$ cat src/bmp24_pkg.sv
package bmp24_pkg;

    // Default picture limits
    localparam int MaxWidthDef  = 4096;
    localparam int MaxHeightDef = 4096;

    // Dimension fields in a command hold values up to 65535
    localparam int DimW = 16;

    // Header layout
    localparam logic [31:0] HdrLastPos  = 32'd53;
    localparam logic [31:0] HdrSize     = 32'd54;
    localparam logic [15:0] BitDepth24  = 16'd24;
    localparam logic [7:0]  SigB        = 8'h42;
    localparam logic [7:0]  SigM        = 8'h4D;
    localparam logic [7:0]  AlphaOpaque = 8'd255;

    // Result kinds
    localparam logic [1:0] KIND_PIXEL  = 2'd0;
    localparam logic [1:0] KIND_HEADER = 2'd1;
    localparam logic [1:0] KIND_ERROR  = 2'd2;

    // Error codes
    localparam logic [2:0] ERR_NONE      = 3'd0;
    localparam logic [2:0] ERR_SIGNATURE = 3'd1;
    localparam logic [2:0] ERR_FORMAT    = 3'd2;
    localparam logic [2:0] ERR_SIZE      = 3'd3;
    localparam logic [2:0] ERR_OFFSET    = 3'd4;

    // Parser phases
    typedef enum logic [5:0] {
        PH_IDLE   = 6'b000001,
        PH_HEADER = 6'b000010,
        PH_SKIP   = 6'b000100,
        PH_PIXELS = 6'b001000,
        PH_PAD    = 6'b010000,
        PH_DONE   = 6'b100000
    } t_phase;

    // Command from parser to output side
    // header: dim_a = width, dim_b = height
    // pixel:  dim_a = width, dim_b = row from top, col = column
    typedef struct packed {
        logic [1:0]      kind;
        logic [2:0]      err;
        logic [DimW-1:0] dim_a;
        logic [DimW-1:0] dim_b;
        logic [DimW-1:0] col;
        logic [7:0]      red;
        logic [7:0]      green;
        logic [7:0]      blue;
        logic            last;
    } t_cmd;

endpackage

$ cat src/bmp24_front.sv
module bmp24_front
    import bmp24_pkg::*;
#(
    parameter int MAX_WIDTH  = MaxWidthDef,
    parameter int MAX_HEIGHT = MaxHeightDef
) (
    input  logic       i_clk,
    input  logic       i_rst_n,
    input  logic       i_take,
    input  logic [7:0] i_data_byte,
    input  logic       i_first_byte,
    output logic       o_push,
    output t_cmd       o_cmd
);

    localparam int WW = $clog2(MAX_WIDTH + 1);
    localparam int HW = $clog2(MAX_HEIGHT + 1);

    t_phase      r_phase, n_phase, c_phase;
    logic [31:0] r_pos, n_pos, c_pos;
    logic [31:0] r_off, n_off, c_off;
    logic [31:0] r_wid, n_wid, c_wid;
    logic [31:0] r_hgt, n_hgt, c_hgt;
    logic [15:0] r_bpp, n_bpp, c_bpp;
    logic [31:0] r_cmp, n_cmp, c_cmp;
    logic [WW-1:0] r_col, n_col, c_col;
    logic [HW-1:0] r_row, n_row, c_row;
    logic [1:0]  r_comp, n_comp, c_comp;
    logic [1:0]  r_pad, n_pad, c_pad;
    logic [7:0]  r_hb, n_hb;
    logic [7:0]  r_hg, n_hg;

    logic [1:0]    k_off, k_wid, k_hgt, k_bpp, k_cmp;
    logic          last_col, last_row;
    logic [HW-1:0] y_pos;
    logic          wid_bad, hgt_bad;

    // Current view of state: a first byte restarts the parser
    always_comb begin
        if (i_first_byte) begin
            c_phase = PH_HEADER;
            c_pos   = '0;
            c_off   = '0;
            c_wid   = '0;
            c_hgt   = '0;
            c_bpp   = '0;
            c_cmp   = '0;
            c_col   = '0;
            c_row   = '0;
            c_comp  = '0;
            c_pad   = '0;
        end else begin
            c_phase = r_phase;
            c_pos   = r_pos;
            c_off   = r_off;
            c_wid   = r_wid;
            c_hgt   = r_hgt;
            c_bpp   = r_bpp;
            c_cmp   = r_cmp;
            c_col   = r_col;
            c_row   = r_row;
            c_comp  = r_comp;
            c_pad   = r_pad;
        end
    end

    // Byte lanes of little-endian header fields
    assign k_off = 2'(c_pos - 32'd10);
    assign k_wid = 2'(c_pos - 32'd18);
    assign k_hgt = 2'(c_pos - 32'd22);
    assign k_bpp = 2'(c_pos - 32'd28);
    assign k_cmp = 2'(c_pos - 32'd30);

    assign wid_bad = c_wid[31] || (c_wid == '0) || (c_wid > 32'(MAX_WIDTH));
    assign hgt_bad = c_hgt[31] || (c_hgt == '0) || (c_hgt > 32'(MAX_HEIGHT));

    // Pixel position bookkeeping
    assign last_col = ((c_col + 1'b1) == c_wid[WW-1:0]);
    assign last_row = ((c_row + 1'b1) == c_hgt[HW-1:0]);
    assign y_pos    = c_hgt[HW-1:0] - 1'b1 - c_row;

    // Parse one byte
    always_comb begin
        n_phase = r_phase;
        n_pos   = r_pos;
        n_off   = r_off;
        n_wid   = r_wid;
        n_hgt   = r_hgt;
        n_bpp   = r_bpp;
        n_cmp   = r_cmp;
        n_col   = r_col;
        n_row   = r_row;
        n_comp  = r_comp;
        n_pad   = r_pad;
        n_hb    = r_hb;
        n_hg    = r_hg;
        o_push  = 1'b0;
        o_cmd   = '0;
        if (i_take) begin
            n_phase = c_phase;
            n_pos   = c_pos;
            n_off   = c_off;
            n_wid   = c_wid;
            n_hgt   = c_hgt;
            n_bpp   = c_bpp;
            n_cmp   = c_cmp;
            n_col   = c_col;
            n_row   = c_row;
            n_comp  = c_comp;
            n_pad   = c_pad;
            if (i_first_byte) begin
                n_hb = '0;
                n_hg = '0;
            end
            unique case (c_phase)
                PH_HEADER: begin
                    if (c_pos >= 32'd10 && c_pos < 32'd14) n_off[k_off*8 +: 8] = i_data_byte;
                    if (c_pos >= 32'd18 && c_pos < 32'd22) n_wid[k_wid*8 +: 8] = i_data_byte;
                    if (c_pos >= 32'd22 && c_pos < 32'd26) n_hgt[k_hgt*8 +: 8] = i_data_byte;
                    if (c_pos >= 32'd28 && c_pos < 32'd30) n_bpp[k_bpp[0]*8 +: 8] = i_data_byte;
                    if (c_pos >= 32'd30 && c_pos < 32'd34) n_cmp[k_cmp*8 +: 8] = i_data_byte;
                    n_pos = c_pos + 32'd1;
                    if ((c_pos == 32'd0 && i_data_byte != SigB) ||
                        (c_pos == 32'd1 && i_data_byte != SigM)) begin
                        o_push    = 1'b1;
                        o_cmd.kind = KIND_ERROR;
                        o_cmd.err  = ERR_SIGNATURE;
                        n_phase   = PH_DONE;
                    end else if (c_pos == HdrLastPos) begin
                        o_push = 1'b1;
                        priority if (c_bpp != BitDepth24 || c_cmp != '0) begin
                            o_cmd.kind = KIND_ERROR;
                            o_cmd.err  = ERR_FORMAT;
                            n_phase    = PH_DONE;
                        end else if (wid_bad || hgt_bad) begin
                            o_cmd.kind = KIND_ERROR;
                            o_cmd.err  = ERR_SIZE;
                            n_phase    = PH_DONE;
                        end else if (c_off < HdrSize) begin
                            o_cmd.kind = KIND_ERROR;
                            o_cmd.err  = ERR_OFFSET;
                            n_phase    = PH_DONE;
                        end else begin
                            o_cmd.kind  = KIND_HEADER;
                            o_cmd.dim_a = c_wid[DimW-1:0];
                            o_cmd.dim_b = c_hgt[DimW-1:0];
                            n_phase     = (c_off == HdrSize) ? PH_PIXELS : PH_SKIP;
                        end
                    end
                end
                PH_SKIP: begin
                    n_pos = c_pos + 32'd1;
                    if (n_pos == c_off) n_phase = PH_PIXELS;
                end
                PH_PAD: begin
                    if (c_pad != '0) n_pad = c_pad - 2'd1;
                    if (n_pad == '0) n_phase = PH_PIXELS;
                end
                PH_PIXELS: begin
                    priority if (c_comp == 2'd0) begin
                        n_hb   = i_data_byte;
                        n_comp = 2'd1;
                    end else if (c_comp == 2'd1) begin
                        n_hg   = i_data_byte;
                        n_comp = 2'd2;
                    end else begin
                        n_comp      = 2'd0;
                        o_push      = 1'b1;
                        o_cmd.kind  = KIND_PIXEL;
                        o_cmd.dim_a = c_wid[DimW-1:0];
                        o_cmd.dim_b = DimW'(y_pos);
                        o_cmd.col   = DimW'(c_col);
                        o_cmd.red   = i_data_byte;
                        o_cmd.green = r_hg;
                        o_cmd.blue  = r_hb;
                        o_cmd.last  = last_col && last_row;
                        priority if (!last_col) begin
                            n_col = c_col + 1'b1;
                        end else if (last_row) begin
                            n_phase = PH_DONE;
                        end else begin
                            n_col = '0;
                            n_row = c_row + 1'b1;
                            n_pad = c_wid[1:0];
                            if (c_wid[1:0] != 2'd0) n_phase = PH_PAD;
                        end
                    end
                end
                PH_IDLE, PH_DONE: begin
                    n_phase = c_phase;
                end
                default: begin
                    n_phase = PH_IDLE;
                end
            endcase
        end
    end

    // Advance parser state
    always_ff @(posedge i_clk) begin
        if (!i_rst_n) begin
            r_phase <= PH_IDLE;
            r_pos   <= '0;
            r_off   <= '0;
            r_wid   <= '0;
            r_hgt   <= '0;
            r_bpp   <= '0;
            r_cmp   <= '0;
            r_col   <= '0;
            r_row   <= '0;
            r_comp  <= '0;
            r_pad   <= '0;
            r_hb    <= '0;
            r_hg    <= '0;
        end else begin
            r_phase <= n_phase;
            r_pos   <= n_pos;
            r_off   <= n_off;
            r_wid   <= n_wid;
            r_hgt   <= n_hgt;
            r_bpp   <= n_bpp;
            r_cmp   <= n_cmp;
            r_col   <= n_col;
            r_row   <= n_row;
            r_comp  <= n_comp;
            r_pad   <= n_pad;
            r_hb    <= n_hb;
            r_hg    <= n_hg;
        end
    end

endmodule

$ cat src/bmp24_cmdq.sv
module bmp24_cmdq
    import bmp24_pkg::*;
#(
    parameter int DEPTH = 4
) (
    input  logic i_clk,
    input  logic i_rst_n,
    input  logic i_push,
    input  t_cmd i_cmd,
    output logic o_full,
    input  logic i_pop,
    output logic o_empty,
    output t_cmd o_cmd
);

    localparam int AW = (DEPTH > 1) ? $clog2(DEPTH) : 1;
    localparam int CW = $clog2(DEPTH + 1);

    t_cmd          r_mem [DEPTH];
    logic [AW-1:0] r_wr, r_rd;
    logic [CW-1:0] r_cnt;
    logic          do_push, do_pop;

    assign o_full  = (r_cnt == CW'(DEPTH));
    assign o_empty = (r_cnt == '0);
    assign o_cmd   = r_mem[r_rd];
    assign do_push = i_push && !o_full;
    assign do_pop  = i_pop && !o_empty;

    // Store transactions
    always_ff @(posedge i_clk) begin
        if (do_push) r_mem[r_wr] <= i_cmd;
    end

    // Advance pointers and fill count
    always_ff @(posedge i_clk) begin
        if (!i_rst_n) begin
            r_wr  <= '0;
            r_rd  <= '0;
            r_cnt <= '0;
        end else begin
            if (do_push) r_wr <= (r_wr == AW'(DEPTH - 1)) ? '0 : r_wr + 1'b1;
            if (do_pop)  r_rd <= (r_rd == AW'(DEPTH - 1)) ? '0 : r_rd + 1'b1;
            r_cnt <= r_cnt + CW'(do_push) - CW'(do_pop);
        end
    end

`ifndef NO_ASSERTIONS
    a_no_overflow: assert property (@(posedge i_clk) disable iff (!i_rst_n)
        !(i_push && o_full))
        else $error("cmdq push while full");
    a_cnt_range: assert property (@(posedge i_clk) disable iff (!i_rst_n)
        r_cnt <= CW'(DEPTH))
        else $error("cmdq count out of range");
`endif

endmodule

$ cat src/bmp24_back.sv
module bmp24_back
    import bmp24_pkg::*;
(
    input  logic        i_clk,
    input  logic        i_rst_n,
    input  logic        i_q_empty,
    input  t_cmd        i_q_cmd,
    output logic        o_q_pop,
    input  logic        i_pop,
    output logic        o_empty,
    output logic [1:0]  o_result_kind,
    output logic [2:0]  o_error_code,
    output logic [12:0] o_picture_width,
    output logic [12:0] o_picture_height,
    output logic [23:0] o_pixel_index,
    output logic [7:0]  o_red,
    output logic [7:0]  o_green,
    output logic [7:0]  o_blue,
    output logic [7:0]  o_alpha,
    output logic        o_last_pixel
);

    logic              r_s1_v;
    t_cmd              r_s1;
    logic [2*DimW-1:0] r_prod;
    logic              r_o_v;
    logic              s1_rdy, s2_rdy;
    logic              is_pix, is_hdr;

    assign s2_rdy  = !r_o_v || i_pop;
    assign s1_rdy  = !r_s1_v || s2_rdy;
    assign o_q_pop = !i_q_empty && s1_rdy;
    assign o_empty = !r_o_v;
    assign is_pix  = (r_s1.kind == KIND_PIXEL);
    assign is_hdr  = (r_s1.kind == KIND_HEADER);

    // Stage 1: row offset product
    always_ff @(posedge i_clk) begin
        if (!i_rst_n) begin
            r_s1_v <= 1'b0;
        end else if (s1_rdy) begin
            r_s1_v <= o_q_pop;
        end
        if (o_q_pop) begin
            r_s1   <= i_q_cmd;
            r_prod <= i_q_cmd.dim_b * i_q_cmd.dim_a;
        end
    end

    // Stage 2: result register
    always_ff @(posedge i_clk) begin
        if (!i_rst_n) begin
            r_o_v <= 1'b0;
        end else if (s2_rdy) begin
            r_o_v <= r_s1_v;
        end
        if (s2_rdy && r_s1_v) begin
            o_result_kind    <= r_s1.kind;
            o_error_code     <= r_s1.err;
            o_picture_width  <= is_hdr ? r_s1.dim_a[12:0] : '0;
            o_picture_height <= is_hdr ? r_s1.dim_b[12:0] : '0;
            o_pixel_index    <= is_pix ? (r_prod[23:0] + 24'(r_s1.col)) : '0;
            o_red            <= r_s1.red;
            o_green          <= r_s1.green;
            o_blue           <= r_s1.blue;
            o_alpha          <= is_pix ? AlphaOpaque : '0;
            o_last_pixel     <= r_s1.last;
        end
    end

`ifndef NO_ASSERTIONS
    a_s1_hold: assert property (@(posedge i_clk) disable iff (!i_rst_n)
        (r_s1_v && !s2_rdy) |=> r_s1_v)
        else $error("stage 1 transaction lost under stall");
`endif

endmodule

$ cat src/bmp24_stream_decoder_core.sv
// A result reaches the output ports through the command queue, stage 1 and stage 2.
// Throughput: one byte per cycle; full rises only when the 4-entry command
// queue between parser and output pipeline is full, i.e. the consumer stalls.
// The pixel index takes one multiply stage and one add stage after the queue.
// Reset (i_rst_n low, synchronous): parser idle until a first byte, all queues empty.
module bmp24_stream_decoder_core
    import bmp24_pkg::*;
#(
    parameter int MAX_WIDTH  = MaxWidthDef,
    parameter int MAX_HEIGHT = MaxHeightDef
) (
    input  logic        i_clk,
    input  logic        i_rst_n,
    input  logic        i_push,
    output logic        o_full,
    input  logic [7:0]  i_data_byte,
    input  logic        i_first_byte,
    input  logic        i_pop,
    output logic        o_empty,
    output logic [1:0]  o_result_kind,
    output logic [2:0]  o_error_code,
    output logic [12:0] o_picture_width,
    output logic [12:0] o_picture_height,
    output logic [23:0] o_pixel_index,
    output logic [7:0]  o_red,
    output logic [7:0]  o_green,
    output logic [7:0]  o_blue,
    output logic [7:0]  o_alpha,
    output logic        o_last_pixel
);

    logic take, f_push, q_empty, q_pop;
    t_cmd f_cmd, q_cmd;

    assign take = i_push && !o_full;

    // Parser
    bmp24_front #(
        .MAX_WIDTH  (MAX_WIDTH),
        .MAX_HEIGHT (MAX_HEIGHT)
    ) u_front (
        .i_clk        (i_clk),
        .i_rst_n      (i_rst_n),
        .i_take       (take),
        .i_data_byte  (i_data_byte),
        .i_first_byte (i_first_byte),
        .o_push       (f_push),
        .o_cmd        (f_cmd)
    );

    // Command queue
    bmp24_cmdq #(
        .DEPTH (4)
    ) u_cmdq (
        .i_clk   (i_clk),
        .i_rst_n (i_rst_n),
        .i_push  (f_push),
        .i_cmd   (f_cmd),
        .o_full  (o_full),
        .i_pop   (q_pop),
        .o_empty (q_empty),
        .o_cmd   (q_cmd)
    );

    // Output pipeline
    bmp24_back u_back (
        .i_clk            (i_clk),
        .i_rst_n          (i_rst_n),
        .i_q_empty        (q_empty),
        .i_q_cmd          (q_cmd),
        .o_q_pop          (q_pop),
        .i_pop            (i_pop),
        .o_empty          (o_empty),
        .o_result_kind    (o_result_kind),
        .o_error_code     (o_error_code),
        .o_picture_width  (o_picture_width),
        .o_picture_height (o_picture_height),
        .o_pixel_index    (o_pixel_index),
        .o_red            (o_red),
        .o_green          (o_green),
        .o_blue           (o_blue),
        .o_alpha          (o_alpha),
        .o_last_pixel     (o_last_pixel)
    );

endmodule
$ cat config.mk
export PLATFORM = sky130hd
export DESIGN_NAME = bmp24_stream_decoder_core
export DESIGN_NICKNAME = d
export VERILOG_FILES = /design/src/bmp24_pkg.sv /design/src/bmp24_front.sv /design/src/bmp24_cmdq.sv /design/src/bmp24_back.sv /design/src/bmp24_stream_decoder_core.sv
export SDC_FILE = /design/constraint.sdc
export NUM_CORES = 2
export LEC_CHECK = 0
export BUFFER_PORTS_ARGS = -buffer_cell sky130_fd_sc_hd__buf_2
export CORE_MARGIN = 10
export CORE_UTILIZATION = 57
export DETAILED_ROUTE_END_ITERATION = 7
export PLACE_DENSITY = 0.85
export SETUP_SLACK_MARGIN = 0.3
export SLEW_MARGIN = 20
export SYNTH_ARGS = -nofsm -noshare
export SYNTH_HDL_FRONTEND = slang
export SYNTH_HIERARCHICAL = 1
export SYNTH_SLANG_ARGS = --single-unit
$ cat constraint.sdc
create_clock -name i_clk -period 8.4 [get_ports i_clk]
set_input_delay 1.68 -clock i_clk [delete_from_list [all_inputs] [get_ports i_clk]]
set_output_delay 1.68 -clock i_clk [all_outputs]
set_load 0.01 [all_outputs]
==> summary.md <==
## Critical path
* **Req. time, crit path** 8.76 ns
* **type of element launching the critical path** flop
* **count of cells along the worst register-to-register path** 18
* **critical path class** flop to flop
* **destination of the worst register-to-register timing path** u_back/r_prod[22]
* **CP endpoint kind** flop
* **crit path max fanout** 33
* **reg-to-reg slack, setup** 1.18 ns
* **data arrival time of the critical path** 7.58 ns

## STA
* **worst setup slack after layout** 1.18 ns
* **Final Hold Viols** 0
* **Final min period** 7.22 ns
* **setup repair after global routing missed its margin** no
* **max-slew violation total from the final report** 0
* **Fmax achieved** 0.139 GHz
* **Slew Limit Headroom** 0.258
* **setup tns final** 0 ns
* **endpoints failing setup** 0
* **Least-Margin Pin Slew** 1.11 ns
* **Setup Skew** 0.0619 ns
* **final critical-path share of the clock period** 0.859

## Yosys
* **proportion of netlist area held by the largest area contributor** 0.375
* **Avg Inst Size Synth** 11.3 µm²
* **Synth area leaders** sky130_fd_sc_hd__edfxtp_1 (38%), sky130_fd_sc_hd__dfxtp_1 (12%), sky130_fd_sc_hd__fa_1 (8.7%), sky130_fd_sc_hd__mux4_2 (4.5%), sky130_fd_sc_hd__ha_1 (3.6%)
* **share of flip-flops with an asynchronous set or reset** 0
* **top_reg_cell synth** sky130_fd_sc_hd__edfxtp_1
* **synthesized instance count** 3451
* **post-synthesis register bit count** 728
* **cell type with the highest aggregate area in the netlist** sky130_fd_sc_hd__edfxtp_1
* **part of the Yosys area used for sequential elements** 0.498
* **Syn Std Cell Area** 39100 µm²
* **number of warnings reported in the yosys synthesis log** 6
* **number of enable flip-flop cells after synthesis** 489
* **count of different cell masters after synthesis** 108

## Flow run
* **max_cap viols** 0

## Clock tree
* **sink count of the clock tree** 728
* **clock tree from TritonCTS** yes
* **Worst-path clk slew** 0.07 ns
* **number of buffers added for setup after CTS** 0
* **Hold Buf Count CTS** 0
* **Max Root-Sink Buffers** 3
* **buffer type at the clock tree root** sky130_fd_sc_hd__clkbuf_16
* **number of buffers created by CTS** 76
* **insertion delay of the later-clocked pin in the worst-skew pair** 0.66 ns
* **post_cts resized** 0
* **CTS H-tree depth** 3

## Floorplanning
* **area of the die** 79500 µm²
* **initial standard-cell utilization of the core** 0.573
* **Horiz. Die Dim** 282 µm
* **number of top-level design ports** 103
* **Chip Height** 282 µm
* **total core area** 68300 µm²
* **Site Rows** 96

## Routing
* **average wire per cell in the routed design** 22.3 µm
* **drt drc** 0
* **first drt pass iteration count** 6
* **final WL** 98300 µm
* **DR iter-0 viols** 3882
* **final antenna-violating net count** 0
* **Via Count** 28.0k
* **DR vias/cell** 6.36

## Placement
* **global placer's final weighted congestion** 0.950
* **I/O Buffers** 102
* **# placed instances** 4262
* **DP HPWL** 63400 µm
* **Cell Area, Placed** 40100 µm²
* **Placement Setup Slack** 1.25 ns

## Finish
* **Post-Layout Cell Count** 4403
* **fraction of final layout cells with drive strength greater than 1** 0.110
* **area growth from synthesis to final layout** 9.18%
* **leading cell types in the layout, fill and taps excluded** sky130_fd_sc_hd__edfxtp_1 (489), sky130_fd_sc_hd__nor2_1 (322), sky130_fd_sc_hd__nand2_1 (294)
* **most common library cell in the layout ignoring fill and taps** sky130_fd_sc_hd__edfxtp_1
* **fin area** 42700 µm²
* **fin nets** 3755
* **count of antenna diodes in the layout** 0

## Min path
* **Hold Crit Class** flop to flop
* **Worst Hold End** u_back/o_red[6]
* **worst hold path depth** 0
* **launch point of the worst hold path** u_back/r_s1[23]

## Global routing
* **via count of the first global-routing pass** 27.6k
* **overflow left after global routing** 0
* **initial antenna violation count** 1
* **overall global routing resource usage** 0.245
* **wire length of the first global-routing pass** 154000 µm
* **grt met2 use** 0.400
* **met1 Use GR** 0.314
* **Most Crowded Layer GR** met2
* **largest net degree at the start of global routing** 80
* **fraction of met3 tracks used by global routing** 0.0465

## Status
* **run status** finished clean

## how the worst max path moves through the flow
stage	start	end	slack, ns	depth (start not counted)
global placement	flop	u_back/r_prod[22]	1.35	18
floorplan	i_first_byte	u_cmdq/r_mem[0][0]	1.64	16
CTS	flop	u_back/r_prod[22]	1.19	18
detailed placement	flop	u_back/r_prod[22]	1.25	18
finish	flop	u_back/r_prod[22]	1.18	18
global route	flop	u_back/r_prod[22]	0.87	18
## metrics by stage
stage | hold slack [ns] | utilization
2_1_floorplan | 0.400 | -
3_3_place_gp | 0.402 | 0.587
3_5_place_dp | 0.405 | 0.587
4_1_cts | 0.422 | 0.625
5_1_grt | 0.430 | 0.625
6_report | 0.420 | 0.625
## critical path, cell delays in order, from the launching register on
cell and delay (ns):
sky130_fd_sc_hd__dfxtp_4 0.80, sky130_fd_sc_hd__mux4_2 0.82, sky130_fd_sc_hd__and2_1 0.28, sky130_fd_sc_hd__fa_1 0.53
sky130_fd_sc_hd__inv_1 0.05, sky130_fd_sc_hd__fa_1 0.51, sky130_fd_sc_hd__fa_1 0.45, sky130_fd_sc_hd__fa_1 0.57
sky130_fd_sc_hd__inv_1 0.06, sky130_fd_sc_hd__fa_1 0.48, sky130_fd_sc_hd__inv_1 0.06, sky130_fd_sc_hd__fa_1 0.53
sky130_fd_sc_hd__inv_1 0.04, sky130_fd_sc_hd__ha_1 0.36, sky130_fd_sc_hd__a2111oi_0 0.56, sky130_fd_sc_hd__a31oi_2 0.19
sky130_fd_sc_hd__a21oi_1 0.28, sky130_fd_sc_hd__a31oi_1 0.16, sky130_fd_sc_hd__xor2_1 0.16
## state kept, by name (all words and copies together) (netlist names), 13 cells and up, named ones only
| signal | count |
|---|---|
| u_back/o_picture_height | 13 |
| u_back/o_picture_width | 13 |
| u_back/o_pixel_index | 24 |
| u_back/r_prod | 24 |
| u_back/r_s1 | 72 |
| u_cmdq/r_mem | 312 |
| u_front/r_bpp | 16 |
| u_front/r_cmp | 32 |
| u_front/r_col | 13 |
| u_front/r_hgt | 32 |
| u_front/r_off | 32 |
| u_front/r_pos | 32 |
| u_front/r_row | 13 |
| u_front/r_wid | 32 |
## cells by family after synthesis
family,count (synthesis),share of synthesized area
multiplexers,89,0.0477
AO/OA/AOI/OAI,550,0.0951
adder cells (fa/ha/maj),284,0.124
AND/OR/NAND/NOR,1198,0.155
buffers and inverters,450,0.0475
other,1,0.0000958
flip-flops,728,0.498
XOR/XNOR,151,0.0338
## metal layers
metal  up-vias  wire, µm
met3       304      9900
met5         -         0
met1     13761     37200
met4         0      4060
li1      12285         -
met2      1663     47200
## layout make-up
cell class / count / area [µm²]
tap: 882 / 1100
fill: 4936 / 25600
timing repair buffer: 129 / 766
inverter: 245 / 925
multi-input combinational: 2278 / 17900
clock inverter: 42 / 546
clock buffer: 99 / 2050
sequential: 728 / 19500
## cell usage after synthesis (all sizes together), types with 55 or more instances
cell    number
edfxtp     489
nor2       326
nand2      294
inv        243
dfxtp      239
and2       174
fa         171
clkbuf     154
a21oi      140
ha         113
a22oi      105
o21ai      102
xnor2      101
mux4        78
nand3       76
nor3        66
and3        57
nor4        55
Power is not shown: default switching activity piles up to over one toggle a cycle in this logic, so the estimate is an artifact.
